<file path="src/rtl/k_subset_enumerator_unit_defines.svh">
`ifndef K_SUBSET_ENUMERATOR_UNIT_DEFINES_SVH
`define K_SUBSET_ENUMERATOR_UNIT_DEFINES_SVH

// same-cycle implication, checked on i_clk while out of reset
`define KSE_ASSERT_NOW(label, ante, cons, msg) \
    label: assert property (@(posedge i_clk) disable iff (!i_rst_n) (ante) |-> (cons)) \
        else $error(msg);

// next-cycle implication, checked on i_clk while out of reset
`define KSE_ASSERT_NEXT(label, ante, cons, msg) \
    label: assert property (@(posedge i_clk) disable iff (!i_rst_n) (ante) |=> (cons)) \
        else $error(msg);

`endif

</file>
<file path="src/rtl/kse_pkg.sv">
`timescale 1ns / 1ps

package kse_pkg;

    // field widths
    localparam int POS_W      = 6;
    localparam int NUM_POS    = 8;
    localparam int SET_W      = 7;
    localparam int SUB_W      = 4;
    localparam int CFG_IDX_W  = 1;
    localparam int CFG_DATA_W = 7;

    // register indexes
    localparam logic [CFG_IDX_W-1:0] REG_SET_SIZE    = 1'b0;
    localparam logic [CFG_IDX_W-1:0] REG_SUBSET_SIZE = 1'b1;

    // register reset values
    localparam logic [SET_W-1:0] SET_SIZE_RESET    = 7'd8;
    localparam logic [SUB_W-1:0] SUBSET_SIZE_RESET = 4'd2;

    // controller to datapath commands
    typedef struct packed {
        logic capture;
        logic advance;
    } t_dp_cmd;

endpackage

</file>
<file path="src/rtl/kse_datapath.sv">
`timescale 1ns / 1ps

module kse_datapath import kse_pkg::*; #(
    parameter int MAX_K = 8,
    parameter int MAX_N = 64
) (
    input  logic                             i_clk,
    input  logic                             i_rst_n,
    input  logic                             i_cfg_we,
    input  logic [CFG_IDX_W-1:0]             i_cfg_idx,
    input  logic [CFG_DATA_W-1:0]            i_cfg_data,
    input  t_dp_cmd                          i_cmd,
    output logic [NUM_POS-1:0][POS_W-1:0]    o_pos,
    output logic                             o_done_res
);

    localparam int KW = (MAX_K > 1) ? $clog2(MAX_K) : 1;
    localparam logic [SET_W-1:0] MAX_N_C = SET_W'(MAX_N);
    localparam logic [SUB_W-1:0] MAX_K_C = SUB_W'(MAX_K);
    localparam int CW = SET_W + 1;

    function automatic logic [SET_W-1:0] f_eff_n(input logic [SET_W-1:0] v);
        return (v > MAX_N_C) ? MAX_N_C : v;
    endfunction

    function automatic logic [SUB_W-1:0] f_eff_k(input logic [SUB_W-1:0] v);
        return (v > MAX_K_C) ? MAX_K_C : v;
    endfunction

    logic [SET_W-1:0]  r_set_size;
    logic [SUB_W-1:0]  r_subset_size;
    logic [POS_W-1:0]  r_positions [MAX_K];
    logic              r_exhausted;
    logic              r_found;
    logic [KW-1:0]     r_pick;
    logic [POS_W-1:0]  r_base;
    logic [POS_W-1:0]  r_pos [NUM_POS];
    logic              r_done;

    logic [SET_W-1:0]  n_set_size;
    logic [SUB_W-1:0]  n_subset_size;
    logic [SET_W-1:0]  w_n;
    logic [SUB_W-1:0]  w_k;
    logic              w_found;
    logic [KW-1:0]     w_pick;
    logic [POS_W-1:0]  w_base;
    logic [POS_W-1:0]  w_pos_ext [NUM_POS];

    assign w_n = f_eff_n(r_set_size);
    assign w_k = f_eff_k(r_subset_size);

    // pad the position list out to the output count
    for (genvar g = 0; g < NUM_POS; g++) begin : g_ext
        if (g < MAX_K) begin : g_used
            assign w_pos_ext[g] = r_positions[g];
        end else begin : g_unused
            assign w_pos_ext[g] = '0;
        end
    end

    // register write decode
    always_comb begin
        n_set_size    = r_set_size;
        n_subset_size = r_subset_size;
        if (i_cfg_we) begin
            case (i_cfg_idx)
                REG_SET_SIZE:    n_set_size    = i_cfg_data[SET_W-1:0];
                REG_SUBSET_SIZE: n_subset_size = i_cfg_data[SUB_W-1:0];
                default: ;
            endcase
        end
    end

    // rightmost position still below its limit n-k+i
    always_comb begin
        w_found = 1'b0;
        w_pick  = '0;
        for (int i = 0; i < MAX_K; i++) begin
            if ((SUB_W'(i) < w_k) &&
                ((CW'(r_positions[i]) + CW'(w_k)) < (CW'(w_n) + CW'(i)))) begin
                w_found = 1'b1;
                w_pick  = KW'(i);
            end
        end
    end

    // refill base: position j gets base + j from the pick onward
    assign w_base = r_positions[w_pick] + POS_W'(1) - POS_W'(w_pick);

    always_ff @(posedge i_clk) begin
        if (!i_rst_n) begin
            r_set_size    <= SET_SIZE_RESET;
            r_subset_size <= SUBSET_SIZE_RESET;
            for (int i = 0; i < MAX_K; i++) begin
                r_positions[i] <= POS_W'(i);
            end
            r_exhausted <= SET_W'(f_eff_k(SUBSET_SIZE_RESET)) > f_eff_n(SET_SIZE_RESET);
            r_found     <= 1'b0;
            r_pick      <= '0;
            r_base      <= '0;
            r_done      <= 1'b0;
            for (int i = 0; i < NUM_POS; i++) begin
                r_pos[i] <= '0;
            end
        end else if (i_cfg_we) begin
            // register write restarts the enumeration
            r_set_size    <= n_set_size;
            r_subset_size <= n_subset_size;
            for (int i = 0; i < MAX_K; i++) begin
                r_positions[i] <= POS_W'(i);
            end
            r_exhausted <= SET_W'(f_eff_k(n_subset_size)) > f_eff_n(n_set_size);
            r_found     <= 1'b0;
        end else begin
            // capture the current combination and the search result
            if (i_cmd.capture) begin
                r_done <= r_exhausted;
                for (int i = 0; i < NUM_POS; i++) begin
                    r_pos[i] <= (!r_exhausted && (SUB_W'(i) < w_k)) ? w_pos_ext[i] : '0;
                end
                r_found <= w_found && !r_exhausted;
                r_pick  <= w_pick;
                r_base  <= w_base;
                if (!r_exhausted && !w_found) begin
                    r_exhausted <= 1'b1;
                end
            end
            // increment the picked position and refill to its right
            if (i_cmd.advance && r_found) begin
                for (int i = 0; i < MAX_K; i++) begin
                    if ((KW'(i) >= r_pick) && (SUB_W'(i) < w_k)) begin
                        r_positions[i] <= r_base + POS_W'(i);
                    end
                end
            end
        end
    end

    for (genvar g = 0; g < NUM_POS; g++) begin : g_out
        assign o_pos[g] = r_pos[g];
    end
    assign o_done_res = r_done;

endmodule

</file>
<file path="src/rtl/kse_controller.sv">
`timescale 1ns / 1ps
`include "k_subset_enumerator_unit_defines.svh"

module kse_controller import kse_pkg::*; (
    input  logic    i_clk,
    input  logic    i_rst_n,
    input  logic    i_req_valid,
    input  logic    i_request,
    output logic    o_req_ready,
    output logic    o_res_valid,
    input  logic    i_res_ready,
    output t_dp_cmd o_cmd
);

    typedef enum logic [1:0] {
        S_IDLE,
        S_ADV,
        S_HOLD
    } t_state;

    t_state r_state;
    logic   r_ready;
    logic   r_valid;
    logic   w_req_acc;

    assign w_req_acc     = i_req_valid && r_ready;
    assign o_cmd.capture = w_req_acc && i_request;
    assign o_cmd.advance = (r_state == S_ADV);

    // request sequencing: search on accept, advance next cycle, hold until taken
    always_ff @(posedge i_clk) begin
        if (!i_rst_n) begin
            r_state <= S_IDLE;
            r_ready <= 1'b0;
            r_valid <= 1'b0;
        end else begin
            case (r_state)
                S_IDLE: begin
                    if (w_req_acc && i_request) begin
                        r_ready <= 1'b0;
                        r_valid <= 1'b1;
                        r_state <= S_ADV;
                    end else begin
                        r_ready <= 1'b1;
                    end
                end
                S_ADV: begin
                    if (i_res_ready) begin
                        r_valid <= 1'b0;
                        r_ready <= 1'b1;
                        r_state <= S_IDLE;
                    end else begin
                        r_state <= S_HOLD;
                    end
                end
                S_HOLD: begin
                    if (i_res_ready) begin
                        r_valid <= 1'b0;
                        r_ready <= 1'b1;
                        r_state <= S_IDLE;
                    end
                end
                default: begin
                    r_state <= S_IDLE;
                    r_ready <= 1'b0;
                    r_valid <= 1'b0;
                end
            endcase
        end
    end

    assign o_req_ready = r_ready;
    assign o_res_valid = r_valid;

    // checks
    `KSE_ASSERT_NOW(a_no_overlap, o_res_valid, !o_req_ready, "request taken while result pending")
    `KSE_ASSERT_NOW(a_adv_after_cap, o_cmd.advance, $past(o_cmd.capture), "advance without capture")
    `KSE_ASSERT_NEXT(a_ready_after_res, o_res_valid && i_res_ready, o_req_ready, "not ready after result")

endmodule

</file>
<file path="src/rtl/k_subset_enumerator_unit.sv">
`timescale 1ns / 1ps
// latency: the result is valid on the cycle after the request is taken
// search, capture on accept; update in S_ADV; no new request until the result is taken
// a request with request low is taken, ready stays high and no result is given
// reset: synchronous active low; n = 8, k = 2, position i holds i, ready the cycle after release
// a register write restarts the enumeration and takes priority over a capture

module k_subset_enumerator_unit import kse_pkg::*; #(
    parameter int MAX_K = 8,
    parameter int MAX_N = 64
) (
    input  logic                  i_clk,
    input  logic                  i_rst_n,
    input  logic                  i_cfg_we,
    input  logic [CFG_IDX_W-1:0]  i_cfg_idx,
    input  logic [CFG_DATA_W-1:0] i_cfg_data,
    input  logic                  i_req_valid,
    output logic                  o_req_ready,
    input  logic                  i_request,
    output logic                  o_res_valid,
    input  logic                  i_res_ready,
    output logic [POS_W-1:0]      o_pos0,
    output logic [POS_W-1:0]      o_pos1,
    output logic [POS_W-1:0]      o_pos2,
    output logic [POS_W-1:0]      o_pos3,
    output logic [POS_W-1:0]      o_pos4,
    output logic [POS_W-1:0]      o_pos5,
    output logic [POS_W-1:0]      o_pos6,
    output logic [POS_W-1:0]      o_pos7,
    output logic                  o_done_res
);

    t_dp_cmd                      w_cmd;
    logic [NUM_POS-1:0][POS_W-1:0] w_pos;

    // handshake control
    kse_controller u_ctrl (
        .i_clk       (i_clk),
        .i_rst_n     (i_rst_n),
        .i_req_valid (i_req_valid),
        .i_request   (i_request),
        .o_req_ready (o_req_ready),
        .o_res_valid (o_res_valid),
        .i_res_ready (i_res_ready),
        .o_cmd       (w_cmd)
    );

    // positions, search and result registers
    kse_datapath #(
        .MAX_K (MAX_K),
        .MAX_N (MAX_N)
    ) u_dp (
        .i_clk      (i_clk),
        .i_rst_n    (i_rst_n),
        .i_cfg_we   (i_cfg_we),
        .i_cfg_idx  (i_cfg_idx),
        .i_cfg_data (i_cfg_data),
        .i_cmd      (w_cmd),
        .o_pos      (w_pos),
        .o_done_res (o_done_res)
    );

    assign o_pos0 = w_pos[0];
    assign o_pos1 = w_pos[1];
    assign o_pos2 = w_pos[2];
    assign o_pos3 = w_pos[3];
    assign o_pos4 = w_pos[4];
    assign o_pos5 = w_pos[5];
    assign o_pos6 = w_pos[6];
    assign o_pos7 = w_pos[7];

endmodule
</file>
<file path="config.mk">
export PLATFORM = sky130hd
export DESIGN_NAME = k_subset_enumerator_unit
export DESIGN_NICKNAME = d
export VERILOG_FILES = /design/src/rtl/kse_pkg.sv /design/src/rtl/kse_datapath.sv /design/src/rtl/kse_controller.sv /design/src/rtl/k_subset_enumerator_unit.sv
export VERILOG_INCLUDE_DIRS = /design/src /design/src/rtl
export SDC_FILE = /design/constraint.sdc
export NUM_CORES = 1
export LEC_CHECK = 0
export BUFFER_PORTS_ARGS = -buffer_cell sky130_fd_sc_hd__buf_4
export CORE_MARGIN = 4
export CORE_UTILIZATION = 60
export CTS_BUF_LIST = sky130_fd_sc_hd__clkbuf_4 sky130_fd_sc_hd__clkbuf_8 sky130_fd_sc_hd__clkbuf_16
export DETAILED_ROUTE_END_ITERATION = 6
export PLACE_DENSITY = 0.88
export SYNTH_ARGS = -nofsm -noshare
export SYNTH_HDL_FRONTEND = slang
export SYNTH_SLANG_ARGS = --single-unit
</file>
<file path="constraint.sdc">
create_clock -name i_clk -period 6.95 [get_ports i_clk]
set_input_delay 1.39 -clock i_clk [delete_from_list [all_inputs] [get_ports i_clk]]
set_output_delay 1.39 -clock i_clk [all_outputs]
set_load 0.01 [all_outputs]
</file>
==> metrics, run 1 <==
result of the run=complete, no violations; core area=14640 um2; mean post-synth cell area=9.827 um2; crit path to=u_dp.r_base[5]; total CTS buffers=17; total via count after detailed routing=7389; most instantiated flip-flop cell in the synthesis netlist=edfxtp_1; Layout Area Growth over Synthesis=13.37%; final setup skew=0.01081 ns; uppermost routed layer=met4; synthesized instance count=920; placed cell areas=9707 um2; Fin Setup TNS=0 ns; Netlist Area Pre-Place=9041 um2; post-detailed-routing wire length=25460 um; Syn. warnings=0; arrival time of data at the critical path endpoint=6.91 ns; sequential element share of the synthesized area=37.20%; vertical die dimension=130.8 um; Slew Viols, Final=0; power density over cell area=219.0 nW/um2; max_cap viols=0; shortest period the worst path allows=6.555 ns; RePlAce Congestion=1.008; final worst hold slack=0.4598 ns; Post-Syn Nets=1055; endpoints failing hold=0; wire length on met2=11870 um; total DRC errors in the routed layout=0; H-Tree Depth=4; grt ovf=0; diode count=0; top-level port count=65; Fmax=152.6 MHz; post-layout util=69.99%; Post-synth EDFFs=90; Die X-Extent=130.8 um; Crit Path Category=register to register; # placed instances=1149; final worst-path cycle share=94.31%; CTS root buffer=clkbuf_16; count of state elements after synthesis=123; detailed-route wire length per cell=21.56 um; count of TritonRoute iterations in the first routing pass=5; share of cells above drive strength 1=13.24%; insertion delay to the later sink of the worst-skew pair=0.43 ns; Final Net Count=1119; class of the most critical hold timing path=register to register; Longest Clk Path Bufs=2; endpoint kind of the worst setup timing path=register; buffers inserted by post-CTS timing repair=0; post-placement worst setup slack=0.5907 ns; Port Buf Inserts=64; post-route met1 wirelength=10240 um; worst r2r dst=u_dp.r_base[5]; total power draw=2.244 mW; normalized max-slew margin=35.47%; overall fraction of global-route tracks in use=30.60%; Post-synth ARST share=0%; number of distinct library cell variants in the gate-level netlist after synthesis=74; worst setup path startpoint=u_dp.r_subset_size[1]; final worst-path setup slack=0.3955 ns; final number of setup-violating endpoints=0; number of violations reported at the end of detailed-routing iteration 0=824; register-to-register setup slack=0.40 ns; die area=17100 um2; number of vias per cell after detailed routing=6.257; largest cells by area after synthesis=edfxtp_1 (30%), ha_1 (15%), dfxtp_1 (7.3%), xnor2_1 (4.9%), nor2_1 (3.7%); setup repair after global routing missed its margin=false; leakage=4.293 nW; leading cell types by count after synthesis=ha_1 (112), edfxtp_1 (90), nor2_1 (90); number of sinks handled by clock tree synthesis=123; Cell Rows=44; CTS clock-pin slew for the worst setup and hold paths=0.06 ns; pin count of the biggest net entering global routing=29; worst IR drop on VDD=0.1617 mV; slew at the pin with the worst max-slew slack=0.9644 ns; count of instances resized after the clock tree is built=0; total of hold buffers inserted after clock tree synthesis=0; critical path data required time=7.31 ns; first-pass GRT wire length=39000 um; largest area contributor in the netlist=edfxtp_1; R2R Path Start=u_dp.r_subset_size[1]; largest fanout of any net on the critical path=14; Post-Layout Inst Area=10250 um2; startpoint types=register; fraction of synthesized cell area taken by the top area cell type=29.89%; initial antenna violation count=0; CTS tree=done; Reg2Reg Depth=26; dominant cell by count in the synthesized netlist=ha_1; Initial Utilization=61.74%; DPL Wire Length=19420 um; non-filler cells in the finished layout=1181; post-route ant nets=0; detailed route wirelength on metal3=2430 um; via count of the first global-routing pass=7102
-- report_power, final --
part           total, mW  internal (mW)  leakage [nW]  switching (mW)
clock network      0.825          0.493         0.265           0.332
logic              0.570          0.249          2.84           0.321
registers          0.849          0.815          1.19          0.0342
-- worst min-delay path by stage --
stage                            start                 end  slack (ns)  cells past startpoint
floorplan           u_dp.r_set_size[2]  u_dp.r_set_size[2]        0.44                      2
global placement       u_dp.o_done_res     u_dp.o_done_res        0.45                      2
detailed placement     u_dp.o_done_res     u_dp.o_done_res        0.46                      2
CTS                    u_dp.o_done_res     u_dp.o_done_res        0.47                      2
global route        u_dp.r_set_size[2]  u_dp.r_set_size[2]        0.51                      2
finish                 u_dp.o_done_res     u_dp.o_done_res        0.46                      2
-- critical path, cell delays in order, from the launching register on --
cell and delay, ns:
dfxtp_1 0.46, nand2b_1 0.20, inv_1 0.60, ha_1 0.37
a21o_1 0.19, a21oi_1 0.26, nor2b_1 0.08, o21ai_0 0.31
xnor2_1 0.13, ha_1 0.33, a21o_1 0.20, a211oi_1 0.30
nand3_1 0.15, a311oi_2 0.53, nor2_4 0.16, mux4_2 0.33
a21oi_1 0.19, ha_1 0.25, inv_1 0.06, ha_1 0.16
inv_1 0.05, fa_1 0.40, inv_1 0.07, a21o_1 0.11
a21oi_1 0.09, xor3_1 0.36, a21oi_1 0.14
-- flip-flops by register name, summed over array words and instances (netlist names), 2 cells and up --
name	count
u_dp.r_pick	3
u_ctrl.r_state	2
u_dp.r_subset_size	4
u_dp.r_base	6
u_dp.r_pos	48
u_dp.r_positions	48
u_dp.r_set_size	7
-- layer usage --
metal	track usage [%]	vias to the layer above
li1	-	3424
met1	40.58	3483
met2	48.90	409
met3	6.707	73
met4	12.40	0
met5	0	-
-- layout make-up --
| type | instances | area (um2) |
|---|---|---|
| Fill cell | 1085 | 4394 |
| Inverter | 35 | 131.4 |
| Timing Repair Buffer | 75 | 563.0 |
| Sequential cell | 123 | 3363 |
| Clock buffer | 19 | 440.4 |
| Multi-Input combinational cell | 732 | 5419 |
| Clock inverter | 13 | 102.6 |
| Tap cell | 184 | 230.2 |
-- cells by family (layout without fill, tap and decap cells) --
kind of cell | count (synthesis) | count (layout) | synth area share [%]
simple gates | 317 | 317 | 17.24
compound gates | 201 | 201 | 15.21
flops | 123 | 123 | 37.20
xor+xnor | 77 | 77 | 7.625
fa+ha+maj | 121 | 121 | 17.49
buf+inv | 65 | 142 | 2.892
mux | 16 | 16 | 2.339
-- placed cells by master (no fill, tap or decap), drive strengths merged, types with 5 or more instances in the layout --
cell,instances
and3,5
nor4,5
ha,112
or2,5
nor2b,23
nand2,78
a211oi,12
nor2,91
mux2i,11
a21oi,68
xnor2,51
nor3,17
a21o,31
buf,75
dfxtp,33
nand2b,13
edfxtp,90
xor2,25
o211ai,10
clkinv,10
o21ai,34
inv,34
nand3,15
a211o,6
fa,9
and2,50
clkbuf,19
(Power assumes the default switching activity.)
==> run 2: changes to the inputs <==
--- a/config.mk
+++ b/config.mk
@@ -6,6 +6,7 @@
 export SDC_FILE = /design/constraint.sdc
 export NUM_CORES = 1
 export LEC_CHECK = 0
+export ABC_AREA = 1
 export BUFFER_PORTS_ARGS = -buffer_cell sky130_fd_sc_hd__buf_4
 export CORE_MARGIN = 4
 export CORE_UTILIZATION = 60
==> run 2 against run 1 <==
  * Largest cell class unchanged
  * Combinational power is 54% higher
  * Final cell count is 16% higher
  * Critical path depth is 9 higher
  * Routed wire length is 6.0% higher
  * Critical path type unchanged
  * Die area is 0.26% higher
==> metrics, run 2 <==
startpoint of the lowest-slack hold path=u_ctrl.o_res_valid; total of hold buffers inserted after clock tree synthesis=0 (unchanged); normalized max-slew margin=25.71% (-9.8 points); mean post-synth cell area=8.205 um2 (-17%); worst setup path startpoint=u_dp.r_subset_size[3]; sequential element share of the synthesized area=37.10% (-0.10 points); Die X-Extent=130.9 um (+0.13%); final worst-path setup slack=0.9370 ns (+0.5416 ns); final worst-path cycle share=86.52% (-7.8 points); # placed instances=1340 (+17%); Cell Rows=44 (unchanged); Post-synth ARST share=0% (unchanged); Layout Area Growth over Synthesis=13.81%; RePlAce Congestion=0.9949 (-1.3%); worst IR drop on VDD=0.1713 mV (+6.0%); number of sinks handled by clock tree synthesis=123 (unchanged); arrival time of data at the critical path endpoint=6.34 ns (-0.57 ns); leading cell types in the layout, fill and taps excluded=nand2_1 (178), inv_1 (178), nor2_1 (145), ha_1 (112), edfxtp_1 (90); H-Tree Depth=4 (unchanged); Fmax=166.3 MHz (+9.0%); endpoint kind of the worst setup timing path=register; largest fanout of any net on the critical path=36 (+22); critical path data required time=7.28 ns (-0.03 ns); detailed-route wire length per cell=19.67 um (-8.8%); count of TritonRoute iterations in the first routing pass=6 (+1); Netlist Area Pre-Place=9066 um2 (+0.28%); Fin Setup TNS=0 ns (unchanged); register-to-register setup slack=0.94 ns (+0.54 ns); DPL Wire Length=20960 um (+8.0%); total CTS buffers=17 (unchanged); CTS tree=done; top-level port count=65 (unchanged); number of vias per cell after detailed routing=5.965 (-4.7%); CP Buf/Inv Count=6 (+2); crit path to=u_dp.r_base[5]; endpoints failing hold=0 (unchanged); CTS root buffer=clkbuf_16; class of the most critical hold timing path=register to register; total via count after detailed routing=8184 (+11%); synthesized instance count=1105 (+20%); total DRC errors in the routed layout=0 (unchanged); Port Buf Inserts=64 (unchanged); top flop regs=u_dp.r_pos (48), u_dp.r_positions (48), u_dp.r_set_size (7); core area=14640 um2 (unchanged); CTS clock-pin slew for the worst setup and hold paths=0.06 ns (about the same); Reg2Reg Depth=35 (+35%); number of distinct library cell variants in the gate-level netlist after synthesis=52 (-30%); slew at the pin with the worst max-slew slack=1.114 ns (+0.1499 ns); final setup skew=0.01357 ns (+0.002762 ns); leading cell types by count after synthesis=inv_1 (179), nand2_1 (178), nor2_1 (145); via count of the first global-routing pass=7772 (+9.4%); max incr delay on CP=0.74 ns (+0.14 ns); initial antenna violation count=1 (+1); Syn. warnings=0 (unchanged); GR Layer Usage met2=52.27% (+3.4 points); cell with the largest stage delay on the worst path=dfxtp_1; layer with the highest usage after global routing=met2; setup repair after global routing missed its margin=false; post-route ant nets=0 (unchanged); vertical die dimension=130.9 um (+0.13%); overall fraction of global-route tracks in use=32.29% (+1.7 points); share of cells above drive strength 1=10.52% (-2.7 points); largest area contributor in the netlist=edfxtp_1; pin count of the biggest net entering global routing=55 (+90%); diode count=0 (unchanged); critical path depth=35 (+35%); most instantiated flip-flop cell in the synthesis netlist=edfxtp_1; total power draw=2.682 mW (+19%); cell class contributing the biggest share of worst-path delay=compound AO/OA/AOI/OAI gates; power density over cell area=259.9 nW/um2 (+19%); grt ovf=0 (unchanged); Post-synth EDFFs=90 (unchanged); Crit Path Category=register to register; worst r2r dst=u_dp.r_base[5]; met1 global-route usage=41.45% (+0.87 points); Final Net Count=1310 (+17%); Post-Syn Nets=1240 (+18%); post-detailed-routing wire length=26990 um (+6.0%); final number of setup-violating endpoints=0 (unchanged); post-layout util=70.46% (+0.47 points); result of the run=complete, no violations; max_cap viols=0 (unchanged); Initial Utilization=61.91% (+0.17 points); non-filler cells in the finished layout=1372 (+16%); Slew Viols, Final=0 (unchanged); R2R Path Start=u_dp.r_subset_size[3]; count of state elements after synthesis=123 (unchanged); dominant cell by count in the synthesized netlist=inv_1; post-placement worst setup slack=0.9997 ns (+0.4089 ns); insertion delay to the later sink of the worst-skew pair=0.43 ns (about the same); die area=17140 um2 (+0.26%); largest cells by area after synthesis=edfxtp_1 (30%), ha_1 (15%), inv_1 (7.4%), nand2_1 (7.4%), dfxtp_1 (7.3%); buffers inserted by post-CTS timing repair=0 (unchanged); count of instances resized after the clock tree is built=0 (unchanged); leakage=4.860 nW (+13%); number of violations reported at the end of detailed-routing iteration 0=1128 (+37%); number of inserted filler cells in the final layout=1144 (+5.4%); fraction of synthesized cell area taken by the top area cell type=29.81% (-0.083 points); shortest period the worst path allows=6.013 ns (-0.5416 ns); startpoint types=register; first-pass GRT wire length=41460 um (+6.3%); met3 usage=7.317% (+0.61 points); Longest Clk Path Bufs=2 (unchanged)
[run 2: changes by cell type after synthesis, sizes merged, moves of 13 or more]
cell	before	now
inv	33	180
xnor2	51	11
nand2b	13	0
nor2	91	146
clkbuf	23	8
a21o	31	4
nand2	78	184
a21oi	68	81
nor2b	23	0
nand3	15	59
o21ai	34	77
and2	50	2
xor2	25	42
[run 2: final cells by class]
cell class              instances  area [um2]  area share (%)
clock buffers                  17       425.4           4.123
clock inverters                15       187.7           1.819
inverters                     180       675.6           6.548
multi-input cells             786        4933           47.81
flip-flops and latches        123        3363           32.59
well taps                     184       230.2           2.231
repair buffers                 67       503.0           4.875
[run 2: how the worst min path moves through the flow]
stage / to / slack [ns] / depth (start not counted)
final: u_ctrl.o_res_valid / 0.47 / 2
after global routing: u_ctrl.o_res_valid / 0.50 / 2
after CTS: u_ctrl.o_res_valid / 0.48 / 2
after detailed placement: u_ctrl.o_res_valid / 0.47 / 2
after global placement: u_ctrl.o_res_valid / 0.45 / 2
after floorplan: u_dp.r_found / 0.45 / 2
[run 2: power breakdown]
part | switching [mW] | internal [mW] | leakage (nW)
sequential | 0.0436 | 0.835 | 1.19
clock | 0.357 | 0.570 | 0.297
combinational | 0.557 | 0.320 | 3.37
[run 2: kinds of logic (layout without fill, tap and decap cells)]
family / count (synthesis) / in the layout / synth area share, %
AND/OR/NAND/NOR: 411 / 411 / 19.10
AO/OA/AOI/OAI: 199 / 199 / 12.53
buffers and inverters: 196 / 279 / 8.487
flip-flops: 123 / 123 / 37.10
adder cells (fa/ha/maj): 121 / 121 / 17.44
XOR/XNOR: 53 / 53 / 5.120
multiplexers: 2 / 2 / 0.2208
[run 2: worst register-to-register path, delay by kind of cell, from the launching register on]
| family | cells | cell delay [ns] |
|---|---|---|
| AO/OA/AOI/OAI | 10 | 1.76 |
| adder cells (fa/ha/maj) | 5 | 1.43 |
| AND/OR/NAND/NOR | 13 | 1.28 |
| flip-flops | 1 | 0.74 |
| buffers and inverters | 6 | 0.54 |
| XOR/XNOR | 1 | 0.18 |
[run 2: layer usage]
| layer | vias to the layer above | part of all wire (%) |
|---|---|---|
| met4 | 2 | 4.6 |
| met2 | 508 | 46 |
| li1 | 3807 | - |
| met1 | 3761 | 39 |
| met3 | 106 | 10 |
| met5 | - | 0.026 |
[run 2: through the flow]
step,instance area (um2),hold WS (ns)
after floorplan,9066,0.4456
after global placement,9706,0.4489
after detailed placement,9706,0.4688
after CTS,10320,0.4776
after global routing,10320,0.5000
final,10320,0.4740
==> run 3: changes to the inputs <==
--- a/config.mk
+++ b/config.mk
@@ -12,7 +12,7 @@
 export CORE_UTILIZATION = 60
 export CTS_BUF_LIST = sky130_fd_sc_hd__clkbuf_4 sky130_fd_sc_hd__clkbuf_8 sky130_fd_sc_hd__clkbuf_16
 export DETAILED_ROUTE_END_ITERATION = 6
-export PLACE_DENSITY = 0.88
+export PLACE_DENSITY = 0.79
 export SYNTH_ARGS = -nofsm -noshare
 export SYNTH_HDL_FRONTEND = slang
 export SYNTH_SLANG_ARGS = --single-unit
==> run 3 against run 2 <==
  * Die area is the same
  * Maximum frequency shrank 4.5%
  * Register-to-register slack lost 0.28 ns
  * Setup slack lost 0.28 ns
  * Flip-flop and latch count is the same
  * Via count shrank 1.1%
  * First-iteration DRC count shrank 12%
  * Worst hold slack lost 0.010 ns
  * Total power shrank 1.7%
  * Routed wire length grew 1.6%
  * Global-route usage grew 0.34 points
  * Design area shrank 0.39%
==> metrics, run 3 (synthesis gave the netlist of run 2 again) <==
result of the run=complete, no violations; via count of the first global-routing pass=7552 (-2.8%); Final Net Count=1311 (+0.076%); initial antenna violation count=0 (-1); overall fraction of global-route tracks in use=32.63% (+0.34 points); class of the most critical hold timing path=register to register; arrival time of data at the critical path endpoint=6.62 ns (+0.28 ns); share of cells above drive strength 1=10.60% (+0.075 points); DPL Wire Length=21440 um (+2.3%); count of instances resized after the clock tree is built=0 (unchanged); total of hold buffers inserted after clock tree synthesis=0 (unchanged); Fmax=158.8 MHz (-4.5%); critical path data required time=7.27 ns (about the same); top flop regs=u_dp.r_pos (48), u_dp.r_positions (48), u_dp.r_set_size (7); total CTS buffers=17 (unchanged); CTS tree=done; Layout Area Growth over Synthesis=13.37%; total DRC errors in the routed layout=0 (unchanged); placed cell areas=9713 um2 (about the same); max_cap viols=0 (unchanged); total via count after detailed routing=8093 (-1.1%); Port Buf Inserts=64 (unchanged); Fin Setup TNS=0 ns (unchanged); number of vias per cell after detailed routing=5.894 (-1.2%); first-pass GRT wire length=41420 um (-0.10%); shortest period the worst path allows=6.297 ns (+0.2838 ns); vertical die dimension=130.9 um (unchanged); cell with the largest stage delay on the worst path=nor2_1; diode count=0 (unchanged); setup repair after global routing missed its margin=false; H-Tree Depth=4 (unchanged); leading cell types in the layout, fill and taps excluded=nand2_1 (178), inv_1 (178), nor2_1 (145), ha_1 (112), edfxtp_1 (90); final worst-path cycle share=90.60% (+4.1 points); Longest Clk Path Bufs=2 (unchanged); detailed-route wire length per cell=19.97 um (+1.5%); largest fanout of any net on the critical path=19 (-47%); max incr delay on CP=0.79 ns (+0.05 ns); count of TritonRoute iterations in the first routing pass=6 (unchanged); Crit Path Category=register to register; Initial Utilization=61.91% (unchanged); post-detailed-routing wire length=27410 um (+1.6%); CTS clock-pin slew for the worst setup and hold paths=0.06 ns (about the same); top-level port count=65 (unchanged); slew at the pin with the worst max-slew slack=1.175 ns (+0.06033 ns); buffers inserted by post-CTS timing repair=0 (unchanged); endpoint kind of the worst setup timing path=register; Crit path top cell by count=inv_1; grt ovf=0 (unchanged); number of sinks handled by clock tree synthesis=123 (unchanged); leakage=4.842 nW (-0.36%); pin count of the biggest net entering global routing=55 (unchanged); post-route ant nets=0 (unchanged); final setup skew=0.01076 ns (-0.002809 ns); number of violations reported at the end of detailed-routing iteration 0=991 (-12%); Reg2Reg Depth=32 (-8.6%); Post-Layout Inst Area=10280 um2 (-0.39%); endpoints failing hold=0 (unchanged); core area=14640 um2 (unchanged); startpoint types=register; insertion delay to the later sink of the worst-skew pair=0.43 ns (about the same); Slew Viols, Final=0 (unchanged); CTS root buffer=clkbuf_16; power density over cell area=256.5 nW/um2 (-1.3%); normalized max-slew margin=21.69% (-4.0 points); worst IR drop on VDD=0.3047 mV (+78%); die area=17140 um2 (unchanged); RePlAce Congestion=1.005 (+0.97%); Cell Rows=44 (unchanged); worst hold path stage count=2 (unchanged); Die X-Extent=130.9 um (unchanged); final number of setup-violating endpoints=0 (unchanged)
-- run 3: changes by cell type in the layout (fill, tap and decap cells not counted), sizes merged --
cell      delta
bufinv       -3
clkbuf       +2
buf          +1
clkinvlp     +1
-- run 3: per-stage QoR --
step           utilization [%]  cells  setup slack [ns]  total power [mW]  hold slack (ns)
6_report                 70.19   1373            0.6533             2.636           0.4637
5_1_grt                  70.19   1373            0.1317             2.765           0.4894
4_1_cts                  70.19   1373            0.8374             2.609           0.4687
3_5_place_dp             66.33   1341            0.9379             1.763           0.4592
3_3_place_gp             66.33   1341             1.186             1.740           0.4491
2_1_floorplan                -   1105             1.424             1.518           0.4456
-- run 3: final cells by class --
type / instances / area [um2]
multi-input cells: 786 / 4933
clock buffers: 19 / 457.9
inverters: 180 / 675.6
well taps: 184 / 230.2
clock inverters: 13 / 107.6
flip-flops and latches: 123 / 3363
repair buffers: 68 / 510.5
fillers: 1186 / 4365
-- run 3: path summary, 6_finish.rpt --
path | startpoint | endpoint | slack [ns]
setup / recovery | u_dp.r_subset_size[3] | u_dp.r_base[5] | 0.65
hold / removal | u_ctrl.o_res_valid | u_ctrl.o_res_valid | 0.46
setup reg to reg | u_dp.r_subset_size[3] | u_dp.r_base[5] | 0.65
hold reg to reg | u_ctrl.o_res_valid | u_ctrl.o_res_valid | 0.46
-- run 3: power breakdown --
part | internal [mW] | switching [mW]
sequential | 0.835 | 0.0452
clock | 0.488 | 0.365
combinational | 0.324 | 0.579
total | 1.65 | 0.989
-- run 3: worst max-delay path, delay by kind of cell (launching register included) --
family / cells / cell delay [ns]
DFF: 1 / 0.53
adders and majority gates: 5 / 1.49
AOI/OAI and AO/OA: 11 / 2.10
xor gates and xnor gates: 1 / 0.19
and+or+nand+nor: 9 / 1.47
buffers and inverters: 6 / 0.40
-- run 3: routing by layer --
| metal | routed length [um] | track usage [%] | part of all wire, % | vias up |
|---|---|---|---|---|
| met5 | 0 | 0 | 0 | - |
| met1 | 10910 | 42.91 | 40 | 3719 |
| met4 | 1049 | 12.34 | 3.8 | 0 |
| li1 | - | - | - | 3796 |
| met3 | 3026 | 8.171 | 11 | 91 |
| met2 | 12430 | 52.21 | 45 | 487 |
